==> config.mk <==
export PLATFORM = sky130hd
export DESIGN_NAME = trackball_motion_and_click_qualifier
export DESIGN_NICKNAME = d
export VERILOG_FILES = /design/src/tbmcq_pkg.sv /design/src/trackball_motion_and_click_qualifier.sv
export SDC_FILE = /design/constraint.sdc
export NUM_CORES = 1
export LEC_CHECK = 0
export ABC_AREA = 1
export BUFFER_PORTS_ARGS = -buffer_cell sky130_fd_sc_hd__buf_2
export CAP_MARGIN = 20
export CORE_AREA = 2 2 98 100
export DETAILED_ROUTE_END_ITERATION = 12
export DIE_AREA = 0 0 100 102
export HOLD_SLACK_MARGIN = 0.03
export PLACE_DENSITY = 0.82
export SYNTH_ARGS = -nofsm -noshare
export SYNTH_HDL_FRONTEND = slang
export SYNTH_SLANG_ARGS = --single-unit
==> constraint.sdc <==
create_clock -name clock -period 3 [get_ports clock]
set_clock_uncertainty 0.1 [all_clocks]
set_input_delay 0.15 -clock clock [delete_from_list [all_inputs] [get_ports clock]]
set_output_delay 0.15 -clock clock [all_outputs]
set_load 0.05 [all_outputs]
==> src/tbmcq_pkg.sv <==
// ----------------------------------------------------------------------------
// tbmcq_pkg
// Shared types and constants for the trackball motion and click qualifier.
// ----------------------------------------------------------------------------
package tbmcq_pkg;

   localparam logic [15:0] CLICK_LIMIT_RESET = 16'd400;
   localparam logic [15:0] HOLD_MAX          = 16'hFFFF;
   localparam logic signed [15:0] STEP_MAX   = 16'sh7FFF;
   localparam logic signed [15:0] STEP_MIN   = -16'sh8000;

   typedef enum logic [1:0] {
      ACT_TICK  = 2'd0,
      ACT_PULSE = 2'd1,
      ACT_READ  = 2'd2,
      ACT_QUERY = 2'd3
   } action_type;

   typedef enum logic [1:0] {
      DIR_UP    = 2'd0,
      DIR_DOWN  = 2'd1,
      DIR_LEFT  = 2'd2,
      DIR_RIGHT = 2'd3
   } direction_type;

   typedef struct packed {
      logic [1:0] action;
      logic       click_pin_low;
      logic [1:0] direction;
      logic       key_locked;
   } req_type;

   typedef struct packed {
      logic signed [15:0] step_diff;
      logic               click_pressed;
      logic               moved_seen;
      logic [15:0]        hold_ms;
   } rsp_type;

endpackage

==> src/trackball_motion_and_click_qualifier.sv <==
// ----------------------------------------------------------------------------
// trackball_motion_and_click_qualifier
// Counts vertical trackball steps, tracks motion and qualifies short clicks.
// ----------------------------------------------------------------------------
// Path: request register, then result register; rsp_stall holds the result
//   and, through req_stall, the request behind it.
// Throughput: one request per cycle unless rsp_stall holds a result; a new
//   request enters only while the request register is empty or advancing.
// Reset: synchronous; all but data registers cleared; limit back to 400 ms.
// ----------------------------------------------------------------------------
module trackball_motion_and_click_qualifier
   import tbmcq_pkg::*;
(
   input  logic        clock,
   input  logic        reset,
   input  logic        req_valid,
   output logic        req_stall,
   input  req_type     req_data,
   output logic        rsp_valid,
   input  logic        rsp_stall,
   output rsp_type     rsp_data,
   input  logic        csr_we,
   input  logic [15:0] csr_wdata
);

   logic        req_valid_ff, req_valid_in;
   req_type     req_ff;
   logic        rsp_valid_ff, rsp_valid_in;
   rsp_type     rsp_ff, rsp_in;
   logic [15:0] limit_ff;

   logic signed [15:0] vcount_ff, vcount_in;
   logic        moved_ff, moved_in;
   logic        rel_seen_ff, rel_seen_in;
   logic        press_ff, press_in;
   logic [15:0] hold_ff, hold_in;
   logic [15:0] hold_inc;
   logic        pending_ff, pending_in;

   logic        accept;
   logic        advance;

   assign advance   = req_valid_ff && (!rsp_valid_ff || !rsp_stall);
   assign req_stall = req_valid_ff && !advance;
   assign accept    = req_valid && !req_stall;

   assign rsp_valid = rsp_valid_ff;
   assign rsp_data  = rsp_ff;

   assign hold_inc = (press_ff && hold_ff != HOLD_MAX) ? hold_ff + 16'd1 : hold_ff;

   always_comb begin
      vcount_in   = vcount_ff;
      moved_in    = moved_ff;
      rel_seen_in = rel_seen_ff;
      press_in    = press_ff;
      hold_in     = hold_ff;
      pending_in  = pending_ff;
      rsp_in      = '0;
      unique case (action_type'(req_ff.action))
         ACT_TICK: begin
            hold_in = hold_inc;
            if (!rel_seen_ff) begin
               if (!req_ff.click_pin_low) rel_seen_in = 1'b1;
            end else if (req_ff.click_pin_low && !press_ff) begin
               press_in = 1'b1;
               hold_in  = '0;
            end else if (!req_ff.click_pin_low && press_ff) begin
               press_in = 1'b0;
               if (hold_inc < limit_ff) pending_in = 1'b1;
               hold_in = '0;
            end
         end
         ACT_PULSE: begin
            moved_in = 1'b1;
            if (direction_type'(req_ff.direction) == DIR_UP) begin
               if (vcount_ff != STEP_MIN) vcount_in = vcount_ff - 16'sd1;
            end else if (direction_type'(req_ff.direction) == DIR_DOWN) begin
               if (vcount_ff != STEP_MAX) vcount_in = vcount_ff + 16'sd1;
            end
         end
         ACT_READ: begin
            vcount_in  = '0;
            pending_in = 1'b0;
            if (!req_ff.key_locked) begin
               rsp_in.step_diff     = vcount_ff;
               rsp_in.click_pressed = pending_ff;
            end
         end
         ACT_QUERY: begin
            rsp_in.moved_seen = moved_ff;
            moved_in          = 1'b0;
         end
         default: ;
      endcase
      rsp_in.hold_ms = press_in ? hold_in : '0;
   end

   always_comb begin
      req_valid_in = req_valid_ff;
      if (accept)       req_valid_in = 1'b1;
      else if (advance) req_valid_in = 1'b0;
      rsp_valid_in = rsp_valid_ff;
      if (advance)        rsp_valid_in = 1'b1;
      else if (!rsp_stall) rsp_valid_in = 1'b0;
   end

   always_ff @(posedge clock) begin
      if (accept) req_ff <= req_data;
      if (advance) rsp_ff <= rsp_in;
   end

   always_ff @(posedge clock) begin
      if (reset) begin
         req_valid_ff <= 1'b0;
         rsp_valid_ff <= 1'b0;
         limit_ff     <= CLICK_LIMIT_RESET;
         vcount_ff    <= '0;
         moved_ff     <= 1'b0;
         rel_seen_ff  <= 1'b0;
         press_ff     <= 1'b0;
         hold_ff      <= '0;
         pending_ff   <= 1'b0;
      end else begin
         req_valid_ff <= req_valid_in;
         rsp_valid_ff <= rsp_valid_in;
         if (csr_we) limit_ff <= csr_wdata;
         if (advance) begin
            vcount_ff   <= vcount_in;
            moved_ff    <= moved_in;
            rel_seen_ff <= rel_seen_in;
            press_ff    <= press_in;
            hold_ff     <= hold_in;
            pending_ff  <= pending_in;
         end
      end
   end

   a_stall_needs_request: assert property (@(posedge clock) disable iff (reset)
      !req_valid_ff |-> !req_stall)
      else $error("stall raised with empty request register");

   a_advance_fills_result: assert property (@(posedge clock) disable iff (reset)
      advance |=> rsp_valid_ff)
      else $error("processed request produced no result");

   a_idle_hold_zero: assert property (@(posedge clock) disable iff (reset)
      !press_ff |-> hold_ff == '0)
      else $error("hold timer running without a press");

   a_press_after_release: assert property (@(posedge clock) disable iff (reset)
      !rel_seen_ff |-> !press_ff)
      else $error("press accepted before first release");

   a_read_clears_click: assert property (@(posedge clock) disable iff (reset)
      advance && action_type'(req_ff.action) == ACT_READ |=> !pending_ff)
      else $error("pending click survived a read");

endmodule
### Word level (Yosys, flattened, before mapping)

Cells that the tools add are included.

* memories: 0
* register bits: 94
* memory bits (writable): 0
* memory bits (read-only): 0
* latch bits: 0
* logic and storage cells: 87

* divide/modulo/power cells: 0
* order comparisons: 1
* bitwise gates (word level): 1
* shifts and indexed selects: 0
* reduce and logical (&&, ||, !) cells: 24
* multipliers: 0
* eq/ne operators: 15
* multiplexer cells: 26
* add/subtract/negate cells: 3

Operators by type and width (number)
* $mux W16: 9
* $ne A16 B16 Y1 const B: 3
* $pmux W16 S2: 1
* $add A16 B1 Y16 const B: 1
* $add A16 B2 Y16 const B: 1
* $lt A16 B16 Y1: 1
* $sub A16 B2 Y16 const B: 1
* $mux W1: 14
* $ne A3 B3 Y1 const B: 3
* $ne A2 B2 Y1 const B: 4
* $reduce_bool A2 Y1: 4
* $logic_and A1 B1 Y1: 6
* $logic_not A1 Y1: 6
* $reduce_and A6 Y1: 1
* $reduce_and A5 Y1: 1
* $eq A2 B1 Y1 const B: 2
* $eq A2 B2 Y1 const B: 2
* $logic_not A2 Y1: 2
* $pmux W1 S2: 2
* $reduce_and A2 Y1: 2
* $ne A2 B1 Y1 const B: 1
* $reduce_or A2 Y1: 1
* $logic_or A1 B1 Y1: 1
* $not A1 Y1: 1

### Logic depth before layout (Yosys ltp)

Gate-level depths: netlist (run 1).

* depth after elaboration: 9
* mapped depth: 19

### Least setup slack after synthesis (run 1)

OpenSTA, ideal clock, no wires.

* kind: reg-to-reg
* start point: register hold_ff[0]
* end point: register pending_ff
* arrival time: 2250 ps
* stages on the path, launching flop included: 16
* path slack: 531 ps
* cells stage by stage: dfxtp_1 ha_1 nand3_1 nor2_2 a21oi_4 nand3_2 nor2_2 xor2_1 inv_1 ha_1 nand2_1 o21ai_0 a21oi_1 o311a_1 nand2_1 a21oi_1

* longest elaborated chain between the ends: 6
* elaborated cells between the ends (all ways): 7

RTL lines
* start: declaration: line trackball_motion_and_click_qualifier.sv:36 `logic [15:0] hold_ff, hold_in;`
* start signal: assignment: line trackball_motion_and_click_qualifier.sv:133 `hold_ff <= hold_in;`
* branches (longest 2 deep; another with $add A16 B1 Y16)
* $mux W16 (*): line trackball_motion_and_click_qualifier.sv:50 `assign hold_inc = (press_ff && hold_ff != HOLD_MAX) ? hold_ff + 16'd1 : hold_ff;`
* $lt A16 B16 Y1 (*): line trackball_motion_and_click_qualifier.sv:70 `if (hold_inc < limit_ff) pending_in = 1'b1;`
* $ne A2 B2 Y1 (no source line) (*)
* $reduce_and A6 Y1 (no source line) (*)
* end signal: assignment: line trackball_motion_and_click_qualifier.sv:134 `pending_ff <= pending_in;`
* end: declaration: line trackball_motion_and_click_qualifier.sv:38 `logic pending_ff, pending_in;`

Mark *: on every way between the ends.
A chain may end at the register's enable or synchronous reset.

### Worst setup path in the final report (run 1)

Same ends and word-level chain as after synthesis.

==> results of run 1 <==
-- cells in the mapped netlist, drive strengths merged (3+ instances only) --
master    n
a31oi     3
clkbuf   12
o22ai     8
xnor2     4
nand2   112
nor4      6
nor2     76
nand4     7
buf       6
xor2     20
o21ai    47
inv     117
nor3      6
nand3    30
dfxtp    54
ha       30
a21oi    69
edfxtp   40
-- repair_timing --
action,CTS,global route
gates resized for setup,0,4
hold endpoints to repair,24,0
hold buffers,30,0
endpoints found under the setup margin,0,3
setup buffers,0,4
-- routing by layer --
| metal | GRT usage | wire (um) | vias to the layer above |
|---|---|---|---|
| met2 | 0.401 | 5590 | 201 |
| met4 | 0.0811 | 179 | 0 |
| met5 | 0 | 0 | - |
| li1 | - | - | 2358 |
| met3 | 0.0369 | 1040 | 17 |
| met1 | 0.351 | 5710 | 2172 |
-- area by class of cell --
type,instances,share of cell area
clock buffers,9,0.0200
clock inverters,7,0.0133
inverters,118,0.0721
multi-input cells,433,0.390
flip-flops and latches,94,0.368
well taps,111,0.0224
repair buffers,103,0.114
-- cell usage in the layout, fill, tap and decap left out, drive strengths merged, types with 20 or more instances in the layout --
master and n:
dlygate4sd3 30, o21ai 47, a21oi 69, dfxtp 54, nor2 76, nand3 30
edfxtp 40, ha 30, inv 118, buf 73, nand2 112, xor2 20
-- flip-flops by register name, summed over array words and instances, names as in the netlist --
name	count
rel_seen_ff	1
req_valid_ff	1
press_ff	1
vcount_ff	16
hold_ff	16
limit_ff	16
moved_ff	1
rsp_valid	1
req_ff	6
rsp_data	34
pending_ff	1
-- critical path, cell delays in order (launching register included) --
cell and delay (ns):
dfxtp_1 0.36, ha_1 0.24, nand3_1 0.10, nor2_2 0.06, a21oi_4 0.25, nand3_2 0.16, nor2_2 0.17, xor2_1 0.21
inv_1 0.07, ha_1 0.27, nand2_1 0.07, o21ai_0 0.18, a21oi_1 0.09, o311a_1 0.29, nand2_1 0.07, a21oi_1 0.05
-- path summary, 6_finish.rpt --
| check | from | end | cells after the start |
|---|---|---|---|
| min | csr_we | limit_ff[0] | 3 |
| max reg2reg | hold_ff[0] | pending_ff | 15 |
| min reg2reg | limit_ff[1] | limit_ff[1] | 2 |
| max | hold_ff[0] | pending_ff | 15 |
-- where the power goes --
part	leakage, nW	total [mW]	switching (mW)	internal (mW)
logic	1.83	0.505	0.333	0.172
clock network	0.0980	0.866	0.470	0.396
registers	0.829	1.43	0.0377	1.39
-- kinds of logic (layout without fill, tap and decap cells) --
family / count (synthesis) / in the layout / share of synthesized area
buffers and inverters: 136 / 237 / 0.101
adders and majority gates: 31 / 31 / 0.0758
and+or+nand+nor: 241 / 241 / 0.200
AOI/OAI and AO/OA: 137 / 137 / 0.142
DFF: 94 / 94 / 0.438
xor gates and xnor gates: 24 / 24 / 0.0432
-- through the flow --
stage                     instance area, sq um  instances  worst slack (ns)
after floorplan                           5210        663             0.531
after global placement                    5640        825             0.170
after detailed placement                  5640        825             0.112
after CTS                                 6140        871            0.0777
after global routing                      6200        875          0.000405
final                                     6200        875             0.154
==> flow_summary.toml, run 1 <==
[outcome]
status = "complete, no violations"

[sta]
grt_setup_unrepaired = "no"
min_period_ns = 2.85
clock.fmax_mhz = 351
hold_ws_ns = 0.0487
fin_crit_sh = 0.949
slew_violations = 0
slew_headroom = 0.623
fin_tns_setup_ns = 0
final_hold_viol_count = 0
setup_viol = 0
worstMarginPinSlew_ns = 0.565

[setup_path]
crit_type = "reg2reg"
crit_fanout = 7
startpoint_type = "flop"
endpoint_kind = "flop"
r2r_slack_ns = 0.15
required_ns = 3.16
arrival_ns = 3.00

[clocking]
root_buffer = "clkbuf_8"
cts-htree-levels = 3
cts_buffers = 9
clk_latency_ns = 0.37
tritoncts = "done"
clk_pin_slew_ns = 0.10
clock-sinks = 94
clockBufferDepth = 2

[final_layout]
drive_above_1_share = 0.148
antenna_cells = 0
nFillCells = 727
utilization = 0.680
multi_input_area_sq_mm = 0.00242
area_growth_pct = 18.8
fin_nets = 817
layout.area.seq_sq_mm = 0.00228

[synthesis]
ys_seq_area_frac = 0.438
ys_types = 43
synth_largest_area_cell = "edfxtp_1"
synth_seq_cells = 94
syn_nets = 721
synth.area.top_cells = "edfxtp_1 (23%), dfxtp_1 (21%), inv_1 (8.2%)"
synthFlopType = "dfxtp_1"
synth_top_area_frac = 0.230
synth.avg_cell_area_sq_um = 7.86
synth.cell_area_sq_mm = 0.00521
synth_edf_count = 40
synth-async-reset-ratio = 0
synth_cells = 663
yosys_warnings = 0

[floorplanning]
io_pins = 63
die_w_um = 100
die_area_sq_mm = 0.0102
die_h_um = 102
core_sq_mm = 0.00911
start_util = 0.572
rows = 35

[global_routing]
grt_pass1_vias = 4422
antenna_found_initial = 0
grt_util_all_layers = 0.250
grt_max_degree = 46
grt-ovfl-total = 0
grt_first_pass_wirelength_um = 20300

[power]
vdd_drop_max_v = 0.000323
power_leakage_nw = 2.76
p_total_mw = 2.80
p_per_area_mw_per_mm2 = 453

[placement]
place_congestion = 0.991
port_buffers = 62
dp_hpwl_um = 8850

[drt]
via_count = 4748
first_iter_violations = 347
wirelength_um = 12500
firstDrtPassIters = 5
drtAntennaViolNets = 0
via_per_inst = 5.43
drc = 0
wire_per_inst_um = 14.3

[flow_run]
cap_violations = 0

[min_path]
hp-class = "in2reg"
Power figures use the tool's default switching activity.
==> run 2: changes to the inputs <==
--- a/config.mk
+++ b/config.mk
@@ -9,10 +9,12 @@
 export BUFFER_PORTS_ARGS = -buffer_cell sky130_fd_sc_hd__buf_2
 export CAP_MARGIN = 20
 export CORE_AREA = 2 2 98 100
+export CTS_CLUSTER_SIZE = 30
 export DETAILED_ROUTE_END_ITERATION = 12
 export DIE_AREA = 0 0 100 102
 export HOLD_SLACK_MARGIN = 0.03
 export PLACE_DENSITY = 0.82
+export REMOVE_ABC_BUFFERS = 1
 export SYNTH_ARGS = -nofsm -noshare
 export SYNTH_HDL_FRONTEND = slang
 export SYNTH_SLANG_ARGS = --single-unit
==> flow_summary.toml, run 2 (synthesis gave the netlist of run 1 again) <==
[sta]
slew_headroom = 0.591
final_hold_viol_count = 0
hold_ws_ns = 0.0711
clock.fmax_mhz = 352
worstMarginPinSlew_ns = 0.613
fin_tns_setup_ns = 0
grt_setup_unrepaired = "yes"
setup_viol = 0
slew_violations = 0
min_period_ns = 2.84
fin_crit_sh = 0.948

[global_routing]
grt_first_pass_wirelength_um = 20400
busiest_layer = "met2"
grt_use_met2 = 0.488
grt_max_degree = 36
grt_use_met3 = 0.0383
grt_util_all_layers = 0.254
grt_pass1_vias = 4634
grtUsageMet1 = 0.272
antenna_found_initial = 0
grt-ovfl-total = 0

[clocking]
clock-sinks = 94
cts_buffers = 9
cts-htree-levels = 3
clk_latency_ns = 0.36
clockBufferDepth = 2
tritoncts = "done"
clk_pin_slew_ns = 0.09
root_buffer = "clkbuf_8"

[setup_path]
arrival_ns = 2.99
crit_path_max_incr_delay_ns = 0.39
path_buf_inv = 2
endpoint_kind = "flop"
crit_fanout = 6
crit_type = "reg2reg"
crit_chain = "nand2_2 -> nor2_1 -> nand2_2 -> inv_2 -> a21oi_4 -> nand3_4 -> nor2_4 -> xor2_1 -> inv_1 -> ha_1 -> nand2_1 -> o21ai_0 -> a21oi_1 -> o311a_1 -> nand2_1 -> a21oi_1"
required_ns = 3.15
r2r_slack_ns = 0.16
startpoint_type = "flop"
critPathTopFamily = "compound AO/OA/AOI/OAI gates"
worst_path_max_delay_cell = "dfxtp_1"

[flow_run]
cap_violations = 0

[drt]
wirelength_um = 12700
wire_per_inst_um = 14.6
via_count = 4766
drtAntennaViolNets = 0
drc = 0
via_per_inst = 5.46
first_iter_violations = 242
firstDrtPassIters = 5

[final_layout]
largest_register_ffs = 34
fin_nets = 815
drive_above_1_share = 0.144
nFillCells = 742
final_common_cell = "inv_1"
area_growth_pct = 18.8
antenna_cells = 0
final_cell_mix = "inv_1 (113), nand2_1 (107), nor2_1 (72)"

[floorplanning]
core_sq_mm = 0.00911
io_pins = 63
die_area_sq_mm = 0.0102
die_h_um = 102
die_w_um = 100
rows = 35
start_util = 0.572

[placement]
place_congestion = 0.955
dp_hpwl_um = 8710
port_buffers = 62

[power]
p_per_area_mw_per_mm2 = 456
power_leakage_nw = 2.75
vdd_drop_max_v = 0.000233

[outcome]
status = "complete, no violations"

[min_path]
hp-class = "in2reg"
-- run 2: cell count changes in the layout (fill, tap and decap cells not counted), sizes merged --
cell	delta
clkinv	+1
clkbuf	+2
a21oi	+1
bufinv	+1
buf	-3
inv	-2
clkinvlp	-2
-- run 2: repair_timing --
| item | 4_1_cts | 5_1_grt |
|---|---|---|
| endpoints found under the hold margin | 24 | 0 |
| endpoints found under the setup margin | 0 | 2 |
| resized for setup | 0 | 7 |
| hold buffers | 30 | 0 |
| setup buffers | 0 | 1 |
-- run 2: power by group --
group / total [mW] / switching (mW) / internal, mW / leakage, nW
clock network: 0.895 / 0.430 / 0.465 / 0.105
registers: 1.43 / 0.0383 / 1.39 / 0.829
logic: 0.499 / 0.332 / 0.168 / 1.81
-- run 2: routing by layer --
metal | part of all wire | vias up
li1 | - | 2357
met1 | 0.38 | 2206
met2 | 0.53 | 165
met3 | 0.054 | 38
met4 | 0.034 | 0
met5 | 0 | -
-- run 2: per-stage QoR --
step	util	power [mW]	cell area (sq um)	setup slack, ns	instances
6_report	0.680	2.83	6190	0.156	873
5_1_grt	0.680	2.95	6190	-0.0112	873
4_1_cts	0.674	2.82	6140	0.111	871
3_5_place_dp	0.619	1.91	5640	0.135	825
3_3_place_gp	0.619	1.89	5640	0.213	825
2_1_floorplan	-	1.78	5130	-0.723	645
-- run 2: layout make-up --
cell class,instances,area (sq um),area share
flip-flops and latches,94,2280,0.368
clock buffers,11,131,0.0212
repair buffers,100,671,0.108
multi-input cells,434,2450,0.396
well taps,111,139,0.0224
clock inverters,5,73.8,0.0119
inverters,118,447,0.0721
-- run 2: tightest hold or removal path: cells and delay by family --
family                 cells  cell delay (ns)
buffers and inverters      1             0.16
AOI/OAI and AO/OA          1             0.11
and+or+nand+nor            1             0.08
-- run 2: worst paths after layout --
path | end | cells after the start | startpoint
max | pending_ff | 16 | hold_ff[9]
min | limit_ff[0] | 3 | csr_we
max reg2reg | pending_ff | 16 | hold_ff[9]
min reg2reg | moved_ff | 2 | moved_ff
